<file path="src/lprd_pkg.sv">
`default_nettype none

package lprd_pkg;

	localparam int unsigned CountW = 16;
	localparam int unsigned CfgIdxW = 2;

	localparam logic [CountW-1:0] CountMax = '1;

	localparam logic [CountW-1:0] BootGuardReset = 16'd3000;
	localparam logic [CountW-1:0] RecoveryHoldReset = 16'd3000;
	localparam logic [CountW-1:0] FactoryHoldReset = 16'd10000;

	localparam logic [CfgIdxW-1:0] REG_BOOT_GUARD = 2'd0;
	localparam logic [CfgIdxW-1:0] REG_RECOVERY_HOLD = 2'd1;
	localparam logic [CfgIdxW-1:0] REG_FACTORY_HOLD = 2'd2;

	typedef enum logic [1:0] {
		ACT_NONE = 2'd0,
		ACT_RECOVERY = 2'd1,
		ACT_FACTORY = 2'd2
	} action_t;

	typedef struct packed {
		logic [CountW-1:0] boot_guard;
		logic [CountW-1:0] recovery_hold;
		logic [CountW-1:0] factory_hold;
	} cfg_t;

	typedef struct packed {
		logic [CountW-1:0] boot_count;
		logic release_seen;
		logic held;
		logic [CountW-1:0] hold_count;
		logic recovery_flag;
		logic factory_flag;
	} state_t;

endpackage

`default_nettype wire

</file>
<file path="src/lprd_step.sv">
`default_nettype none

module lprd_step (
	input wire lprd_pkg::cfg_t cfg,
	input wire lprd_pkg::state_t cur,
	input wire logic button_down,
	output lprd_pkg::state_t nxt,
	output lprd_pkg::action_t action
);

	logic rel_seen;

	always_comb begin
		nxt = cur;
		action = lprd_pkg::ACT_NONE;
		rel_seen = cur.release_seen | ~button_down;
		if (cur.boot_count < cfg.boot_guard) begin
			// still inside the boot guard window: count and ignore the button
			nxt.boot_count = cur.boot_count + 1'b1;
		end else begin
			nxt.release_seen = rel_seen;
			if (rel_seen) begin
				if (button_down && !cur.held) begin
					nxt.held = 1'b1;
					nxt.hold_count = '0;
					nxt.recovery_flag = 1'b0;
					nxt.factory_flag = 1'b0;
				end else if (button_down && cur.held) begin
					if (cur.hold_count != lprd_pkg::CountMax) begin
						nxt.hold_count = cur.hold_count + 1'b1;
					end
				end else if (!button_down && cur.held) begin
					nxt.held = 1'b0;
					if (cur.factory_flag) begin
						action = lprd_pkg::ACT_FACTORY;
					end else if (cur.recovery_flag) begin
						action = lprd_pkg::ACT_RECOVERY;
					end
				end
				if (nxt.held) begin
					nxt.recovery_flag = nxt.recovery_flag | (nxt.hold_count >= cfg.recovery_hold);
					nxt.factory_flag = nxt.factory_flag | (nxt.hold_count >= cfg.factory_hold);
				end
			end
		end
	end

endmodule

`default_nettype wire

</file>
<file path="src/long_press_reset_detector_unit.sv">
`default_nettype none

// Long-press button detector. Each input transfer is one timebase tick carrying the
// sampled button level; each tick yields exactly one result transfer with the release
// action and the current armed/press flags. The button is ignored for boot_guard_ticks
// ticks after reset, and a press only counts once a release has been seen. The state
// update is a single compare-and-count step between the state registers and the
// result register, so a new tick is accepted every cycle while the result register
// is empty or being taken. Write the configuration
// registers only while no tick is in flight.
module long_press_reset_detector_unit (
	input wire logic clk,
	input wire logic arst_n,
	input wire logic in_valid,
	output logic in_ready,
	input wire logic button_down,
	output logic out_valid,
	input wire logic out_ready,
	output logic [1:0] action,
	output logic recovery_armed,
	output logic factory_armed,
	output logic press_active,
	input wire logic cfg_we,
	input wire logic [lprd_pkg::CfgIdxW-1:0] cfg_index,
	input wire logic [lprd_pkg::CountW-1:0] cfg_data
);

	lprd_pkg::cfg_t cfg_q;
	lprd_pkg::state_t state_q;
	lprd_pkg::state_t state_nxt;
	lprd_pkg::action_t act_nxt;
	logic out_valid_q;
	logic [1:0] action_q;
	logic recovery_q;
	logic factory_q;
	logic press_q;
	logic in_xfer;

	assign in_ready = ~out_valid_q | out_ready;
	assign in_xfer = in_valid & in_ready;

	lprd_step u_step (
		.cfg(cfg_q),
		.cur(state_q),
		.button_down(button_down),
		.nxt(state_nxt),
		.action(act_nxt)
	);

	always_ff @(posedge clk or negedge arst_n) begin
		if (!arst_n) begin
			cfg_q.boot_guard <= lprd_pkg::BootGuardReset;
			cfg_q.recovery_hold <= lprd_pkg::RecoveryHoldReset;
			cfg_q.factory_hold <= lprd_pkg::FactoryHoldReset;
		end else if (cfg_we) begin
			case (cfg_index)
				lprd_pkg::REG_BOOT_GUARD: cfg_q.boot_guard <= cfg_data;
				lprd_pkg::REG_RECOVERY_HOLD: cfg_q.recovery_hold <= cfg_data;
				lprd_pkg::REG_FACTORY_HOLD: cfg_q.factory_hold <= cfg_data;
				default: ;
			endcase
		end
	end

	always_ff @(posedge clk or negedge arst_n) begin
		if (!arst_n) begin
			state_q <= '0;
		end else if (in_xfer) begin
			state_q <= state_nxt;
		end
	end

	always_ff @(posedge clk or negedge arst_n) begin
		if (!arst_n) begin
			out_valid_q <= 1'b0;
		end else if (in_ready) begin
			out_valid_q <= in_valid;
		end
	end

	// hold the result until the consumer takes it
	always_ff @(posedge clk) begin
		if (in_xfer) begin
			action_q <= act_nxt;
			recovery_q <= state_nxt.recovery_flag;
			factory_q <= state_nxt.factory_flag;
			press_q <= state_nxt.held;
		end
	end

	assign out_valid = out_valid_q;
	assign action = action_q;
	assign recovery_armed = recovery_q;
	assign factory_armed = factory_q;
	assign press_active = press_q;

endmodule

`default_nettype wire

</file>
<file path="config.mk">
export PLATFORM = sky130hd
export DESIGN_NAME = long_press_reset_detector_unit
export DESIGN_NICKNAME = d
export VERILOG_FILES = /design/src/lprd_pkg.sv /design/src/lprd_step.sv /design/src/long_press_reset_detector_unit.sv
export SDC_FILE = /design/constraint.sdc
export NUM_CORES = 1
export LEC_CHECK = 0
export BUFFER_PORTS_ARGS = -buffer_cell sky130_fd_sc_hd__buf_2
export CAP_MARGIN = 25
export CORE_MARGIN = 8
export CORE_UTILIZATION = 45
export DETAILED_ROUTE_END_ITERATION = 7
export MAX_ROUTING_LAYER = met4
export PLACE_DENSITY_LB_ADDON = 0.12
export SLEW_MARGIN = 10
export SYNTH_ARGS = -nofsm -noshare
export SYNTH_HDL_FRONTEND = slang
export SYNTH_SLANG_ARGS = --single-unit
</file>
<file path="constraint.sdc">
create_clock -name clk -period 4.14 [get_ports clk]
set_input_delay 0.207 -clock clk [delete_from_list [all_inputs] [get_ports clk]]
set_output_delay 0.207 -clock clk [all_outputs]
set_load 0.05 [all_outputs]
</file>
; ---- Word level (Yosys, flattened, before mapping)
; Index checks and enable logic that the tools add are counted.
[op_classes]
magnitude_cmp = 3
bitwise = 10
n_eq_ne = 3
add_sub_neg = 2
n_reduce_logical = 14
muxes = 15
[ops]
columns = operator, n
row1 = two-way mux 17 bit, 3
row2 = two-way mux 19 bit, 2
row3 = "adder 16 x 1 -> 16 bit, second input constant", 2
row4 = greater-or-equal comparator 16 bit, 2
row5 = two-way mux 16 bit, 2
row6 = < comparator 16 bit, 1
row7 = "inequality test 16 bit, second input constant", 1
row8 = two-way mux 2 bit, 5
row9 = AND reduction 2 bit, 5
row10 = OR reduction 6 bit, 1
row11 = NOT 1 bit, 5
row12 = OR reduction 5 bit, 1
row13 = bitwise OR 1 bit, 4
row14 = logical AND 1 bit, 3
row15 = two-way mux 1 bit, 3
row16 = AND reduction 3 bit, 1
row17 = "== test 2 x 1 -> 1 bit, second input constant", 1
row18 = "== test 2 bit, second input constant", 1
row19 = logical NOT 1 bit, 2
row20 = logical NOT 2 bit, 1
row21 = AND 1 bit, 1
[totals]
reg_bits = 90
inputBits = 24

; ---- Longest topological paths before layout
; Gate-level depths: netlist of run 1.
[logic_depth]
depth_word = 12
ltp_mapped = 16
depth_no_buf = 14

; ---- Hierarchy
; A second synthesis of run 1 with hierarchy kept.
[hier_totals]
cells_unflattened = 538
hier_area_um2 = 5728.0
[by_module_without_submodules]
columns = module, cells_each, seq_area_each_um2, n_inst, area_per_inst_um2
row1 = long_press_reset_detector_unit, 187, 2301.0, 1, 3365.7
row2 = lprd_step, 351, 0.0, 1, 2362.3

; ---- Least setup slack after synthesis of run 1
; Ideal clock, no wire load.
[synth_path]
path_type = reg2reg
start = reg state_q[2] (netlist bit)
end = reg factory_q, in the netlist factory_armed, data pin
arrival_ns = 3.154
path_stages_with_launch = 16
setup_ns = 0.273
slack_ns = 0.713
path_cell_list = dfrtp_1 -> ha_1 -> nand4_1 -> or4_4 -> and3_4 -> buf_6 -> buf_2 -> nand3_1 -> xor2_1 -> nor2_1 -> ha_1 -> a21o_1 -> a21oi_1 -> o311ai_0 -> a2111oi_0 -> o2bb2ai_1
[synth_rtl]
columns = item, line
row1 = start: declaration, long_press_reset_detector_unit.sv:29  ; lprd_pkg::state_t state_q;
row2 = start signal: assignment, long_press_reset_detector_unit.sv:69  ; state_q <= state_nxt;
row3 = end signal: assignment, long_press_reset_detector_unit.sv:86  ; factory_q <= state_nxt.factory_flag;
row4 = end: declaration, long_press_reset_detector_unit.sv:35  ; logic factory_q;

==> flow_summary.ini, run 1 <==
[routing]
route.detailed.drc = 0
routed_wl_um = 11200
drt_iter0_drc = 234
via_per_inst = 5.54
drtAntennaViolNets = 0
via_count = 3818
drt_pass1_iterations = 4
avgRoutedWirePerCell_um = 16.3

[job]
max_cap_violations = 0

[floorplan]
io_pins = 31
core_area_um2 = 11400
die_w_um = 124
initial_utilization_pct = 46.2
fp.dieH_um = 124
dieArea_um2 = 15400
core.rowCount = 39

[pwr]
switching_share_pct = 27.4
p_leak_nw = 2.83
p_int_w = 0.00182
power_density_nw_per_um2 = 424
seq_power_share_pct = 44.3
power.switching_w = 0.000687
p_comb_share_pct = 18.5
p_clk_share_pct = 37.2
totalPowerFinal_w = 0.00251
peakVddDrop_mv = 0.275

[cells_and_area]
num-fill-cells = 1055
multi_input_area_um2 = 2710
final_area_um2 = 5920
regArea_um2 = 2300
final_util_pct = 51.9
syn_to_final_growth_pct = 12.3
nets = 614
n_antenna_cell = 0
layout-drive-gt1-share_pct = 21.6

[setup_path]
regToRegEndpoint = factory_armed
crit_path_end = factory_armed
critPathKind = flip-flop to flip-flop
crit_path_max_fanout = 17
regToRegStartpoint = state_q[2]
r2r.worst_path.cells = 13
r2r_slack_ns = 0.41
critical_path_required_ns = 4.24
cp-startpoint = state_q[2]
worstSetupStartpointType = flip-flop
critPathCaptureType = flip-flop
crit_arrival_ns = 3.83

[sta]
fmax_mhz = 268
drv_slew = 0
min_period_ns = 3.73
final-setup-viol-count = 0
hold-worst-slack_ns = 0.0703
clock_skew_ns = 0.00769
rsz0062_at_grt = false
min_period_over_period_pct = 90.0
relSlewSlack_pct = 42.0
setup-tns-final_ns = 0
worstMarginPinSlew_ns = 0.867
finalHoldViolCount = 0

[global_routing]
grt_pass1_vias = 3907
grt_first_pass_wirelength_um = 19000
grt_max_degree = 50
antenna_found_initial = 0
gr-total-overflow = 0
track_usage_pct = 15.4

[clock_network]
clk_latency_ns = 0.35
cts-root-buf = clkbuf_16
cts.sinks = 90
clk_pin_slew_ns = 0.06
cts_setup_buffers = 0
htreeDepth = 3
cts_inserted_buffers = 9
cts_tree = done
clk_path_buf_depth = 2

[synth]
synthTopCellsByArea = dfrtp_1, ha_1, dfstp_2
synth_async_sr_flop_share_pct = 94.4
synth_cell_types = 60
ys.flop_type = dfrtp_1
yosysWarnings = 0
synth_common_cells = dfrtp_1, inv_1, ha_1
postSynthAreaPerCell_um2 = 10.3
synth_nets = 584
synth_area_leader_cell = dfrtp_1
netlist_area_um2 = 5280
synth_edf_count = 5
synth_seq_area_share_pct = 43.6
yosysMostFrequentCell = dfrtp_1
synth_top_area_share_pct = 31.3
postSynthCellCount = 511
synth-seq-cells = 90

[outcome]
status = complete, no violations

[hold_path]
hold_class = input port to flip-flop

[placement]
gp_congestion = 0.833
place_area_um2 = 5570
dp_hpwl_um = 8660
portBuffers = 30
cells in the final DEF (no fill, tap or decap), types with 7 or more instances in the layout:
cell / netlist / routed
a31oi_1: 8 / 8
dfstp_2: 19 / 19
nor3_1: 8 / 8
o21ai_0: 33 / 33
inv_1: 51 / 51
xor2_1: 22 / 22
mux2_2: 40 / 40
clkbuf_16: 0 / 9
o31ai_1: 9 / 9
nand4_1: 15 / 15
nand2_1: 31 / 31
and3_1: 7 / 7
a21oi_1: 10 / 10
ha_1: 49 / 49
nand3_1: 15 / 15
nor2_1: 29 / 29
dfrtp_1: 66 / 66
buf_2: 6 / 29
area by class of cell:
| class | instances | area share [%] |
|---|---|---|
| multi-input combinational | 353 | 45.8 |
| tap | 143 | 3.02 |
| inverter | 51 | 3.23 |
| timing repair buffer | 36 | 3.38 |
| clock buffer | 9 | 3.80 |
| clock inverter | 7 | 1.94 |
| sequential | 90 | 38.9 |
through the flow:
step	worst slack (ns)	std cells
final	0.414	689
after global routing	0.0550	689
after detailed placement	0.426	672
after floorplan	0.713	511
after CTS	0.406	689
after global placement	0.386	672
per-layer routing:
layer  part of all wire (%)  global-route usage, %  vias up
met5                      0                      -        -
met4                    2.1                   6.73        0
met3                    2.2                   2.72       16
met2                     49                   24.8       36
met1                     47                   18.7     1859
li1                       -                      -     1907
power groups by stage:
stage	Sequential [W]	Combinational (W)	Clock, W
global route	0.00113	0.000527	0.000999
floorplan	0.00111	0.000331	0
global placement	0.00112	0.000455	0
detailed placement	0.00113	0.000469	0
finish	0.00111	0.000464	0.000934
CTS	0.00111	0.000475	0.000965
critical path: stages (launching register included):
cell and delay (ns):
dfrtp_1 0.39, ha_1 0.30, nand4_1 0.11, or4_4 0.44, and3_4 0.28, xor2_1 0.15
nand2b_1 0.11, ha_1 0.27, nand2b_1 0.14, a2111oi_1 0.36, o311ai_0 0.21, a2111oi_0 0.47
buf_4 0.19, o2bb2ai_1 0.06
sequential cells by signal, summed over array words and instances (netlist names):
| signal | count |
|---|---|
| state_q | 36 |
| recovery_armed | 1 |
| press_active | 1 |
| out_valid | 1 |
| factory_armed | 1 |
| action | 2 |
| cfg_q | 48 |
timing repair:
| action | in CTS | in global routing |
|---|---|---|
| gates resized for setup | 0 | 1 |
| hold endpoints to repair | 34 | 0 |
| hold buffers | 1 | 0 |
| setup endpoints to repair | 0 | 1 |
kinds of logic after synthesis:
kind of cell	Yosys count	synth area share [%]
muxes	43	9.13
adders and majority gates	49	11.6
DFF	90	43.6
AOI/OAI and AO/OA	100	12.9
xor gates and xnor gates	24	3.98
buffers and inverters	68	5.12
and+or+nand+nor	137	13.6
how the worst min path moves through the flow:
| stage | startpoint | to | slack (ns) | cells past startpoint |
|---|---|---|---|---|
| after floorplan | arst_n | cfg_q[0] | -0.09 | 0 |
| after global routing | in_valid | out_valid | 0.08 | 2 |
| after global placement | arst_n | state_q[5] | 0.22 | 1 |
| after CTS | in_valid | out_valid | 0.06 | 2 |
| final | in_valid | out_valid | 0.07 | 2 |
| after detailed placement | arst_n | state_q[5] | 0.22 | 1 |
Note: power is estimated with default switching activity, not from simulation.
==> inputs of run 2 (changes only) <==
--- a/config.mk
+++ b/config.mk
@@ -12,6 +12,7 @@
 export DETAILED_ROUTE_END_ITERATION = 7
 export MAX_ROUTING_LAYER = met4
 export PLACE_DENSITY_LB_ADDON = 0.12
+export REMOVE_ABC_BUFFERS = 1
 export SLEW_MARGIN = 10
 export SYNTH_ARGS = -nofsm -noshare
 export SYNTH_HDL_FRONTEND = slang
==> flow_summary.ini, run 2 (synthesized netlist as in run 1, its figures left out) <==
[floorplan]
dieArea_um2 = 15400
core_area_um2 = 11400
io_pins = 31
initial_utilization_pct = 46.2
fp.dieH_um = 124
core.rowCount = 39
die_w_um = 124

[sta]
clock_skew_ns = 0.00727
min_period_over_period_pct = 92.5
final-setup-viol-count = 0
fmax_mhz = 261
finalHoldViolCount = 0
setup-tns-final_ns = 0
worstMarginPinSlew_ns = 0.866
relSlewSlack_pct = 42.1
rsz0062_at_grt = false
drv_slew = 0
min_period_ns = 3.83

[clock_network]
post_cts_resized = 0
clk_path_buf_depth = 2
postCtsHoldBufs = 1
htreeDepth = 3
cts_setup_buffers = 0
cts.sinks = 90
cts_inserted_buffers = 9
cts-root-buf = clkbuf_16
clk_pin_slew_ns = 0.06
clk_latency_ns = 0.35
cts_tree = done

[cells_and_area]
n_antenna_cell = 0
final_common_cell = dfrtp_1
final_cell_mix = dfrtp_1, inv_1, ha_1
nets = 615
syn_to_final_growth_pct = 11.3
top_register = cfg_q
num-fill-cells = 1071
largest_reg_flops = 48
layout-drive-gt1-share_pct = 21.4

[routing]
routed_wl_um = 11600
route.detailed.drc = 0
drtAntennaViolNets = 0
drt_iter0_drc = 196
via_count = 3867
drt_pass1_iterations = 4
avgRoutedWirePerCell_um = 16.8
via_per_inst = 5.60

[pwr]
power_density_nw_per_um2 = 404
totalPowerFinal_w = 0.00237
peakVddDrop_mv = 0.336
p_leak_nw = 2.81

[global_routing]
use_met1_pct = 19.4
grt_pass1_vias = 4027
grt_max_degree = 49
grt_first_pass_wirelength_um = 20000
grt_busiest_layer = met2
met2_usage_pct = 26.2
antenna_found_initial = 0
gr-total-overflow = 0
track_usage_pct = 16.1
grt_use_met3_pct = 3.45

[setup_path]
crit_chain = ha_1 > nand4_1 > or4_4 > and3_4 > xor2_1 > nand2b_1 > ha_1 > nand2b_1 > a2111oi_0 > o311ai_0 > a2111oi_0 > buf_4 > o2bb2ai_1
regToRegStartpoint = state_q[2]
worstSetupStartpointType = flip-flop
cp-startpoint = state_q[2]
crit_path_max_fanout = 17
critPathCaptureType = flip-flop
crit_slowest_cell = a2111oi_0
path_depth = 13
critPathKind = flip-flop to flip-flop
critical_path_required_ns = 4.24
crit_buf_inv = 1
crit_arrival_ns = 3.92
r2r.worst_path.cells = 13
cpPeakStageDelay_ns = 0.49
cp_top_family = compound AO/OA/AOI/OAI gates

[hold_path]
min_path_cells = 2
hp-start = in_valid
hold_class = input port to flip-flop

[placement]
portBuffers = 30
gp_congestion = 0.816
dp_hpwl_um = 8720

[job]
max_cap_violations = 0

[outcome]
status = complete, no violations
[run 2: cell count changes in the layout (fill, tap and decap cells not counted)]
| cell | delta |
|---|---|
| buf_4 | +1 |
| bufinv_16 | -3 |
| clkbuf_8 | +3 |
| clkbuf_1 | +2 |
| a2111oi_0 | +1 |
| a2111oi_1 | -1 |
| inv_6 | -1 |
| inv_4 | -1 |
[run 2: power breakdown]
part	internal, W	switching (W)
sequential	0.00103	0.0000823
combinational	0.000205	0.000262
clock	0.000455	0.000337
total	0.00169	0.000682
[run 2: metrics by stage]
| step | hold WS (ns) | cell area [um^2] | worst slack (ns) | instances | utilization, % |
|---|---|---|---|---|---|
| floorplan | -0.0886 | 5200 | 0.788 | 494 | - |
| global placement | 0.219 | 5580 | 0.372 | 673 | 48.8 |
| detailed placement | 0.217 | 5580 | 0.278 | 673 | 48.8 |
| CTS | 0.0578 | 5870 | 0.248 | 690 | 51.4 |
| global route | 0.0616 | 5870 | 0.0515 | 690 | 51.4 |
| finish | 0.0686 | 5870 | 0.312 | 690 | 51.4 |
[run 2: routing by layer]
layer  routed length, um  vias to the layer above
li1                    -                     1909
met1                5270                     1890
met2                5720                       53
met3                 377                       15
met4                 191                        0
met5                   0                        -
[run 2: layout make-up]
cell class | count | area [um^2] | area share (%)
clock inverters | 2 | 10.0 | 0.170
well taps | 143 | 179 | 3.05
clock buffers | 14 | 274 | 4.67
multi-input cells | 353 | 2710 | 46.1
flip-flops and latches | 90 | 2300 | 39.2
inverters | 51 | 191 | 3.26
repair buffers | 37 | 208 | 3.54
[run 2: path summary, 6_finish.rpt]
path                                 endpoint  slack [ns]
worst max-delay path            factory_armed        0.31
worst min-delay path                out_valid        0.07
worst max register to register  factory_armed        0.31
worst min register to register    state_q[35]        0.48
max in group asynchronous         state_q[35]        2.77
min in group asynchronous          state_q[6]        0.37
[run 2: worst register-to-register path: cells and delay by family, from the launching register on]
family,cells,cell delay [ns]
compound gates,4,1.17
xor+xnor,1,0.16
fa+ha+maj,2,0.57
buf+inv,1,0.19
flops,1,0.40
simple gates,5,1.08
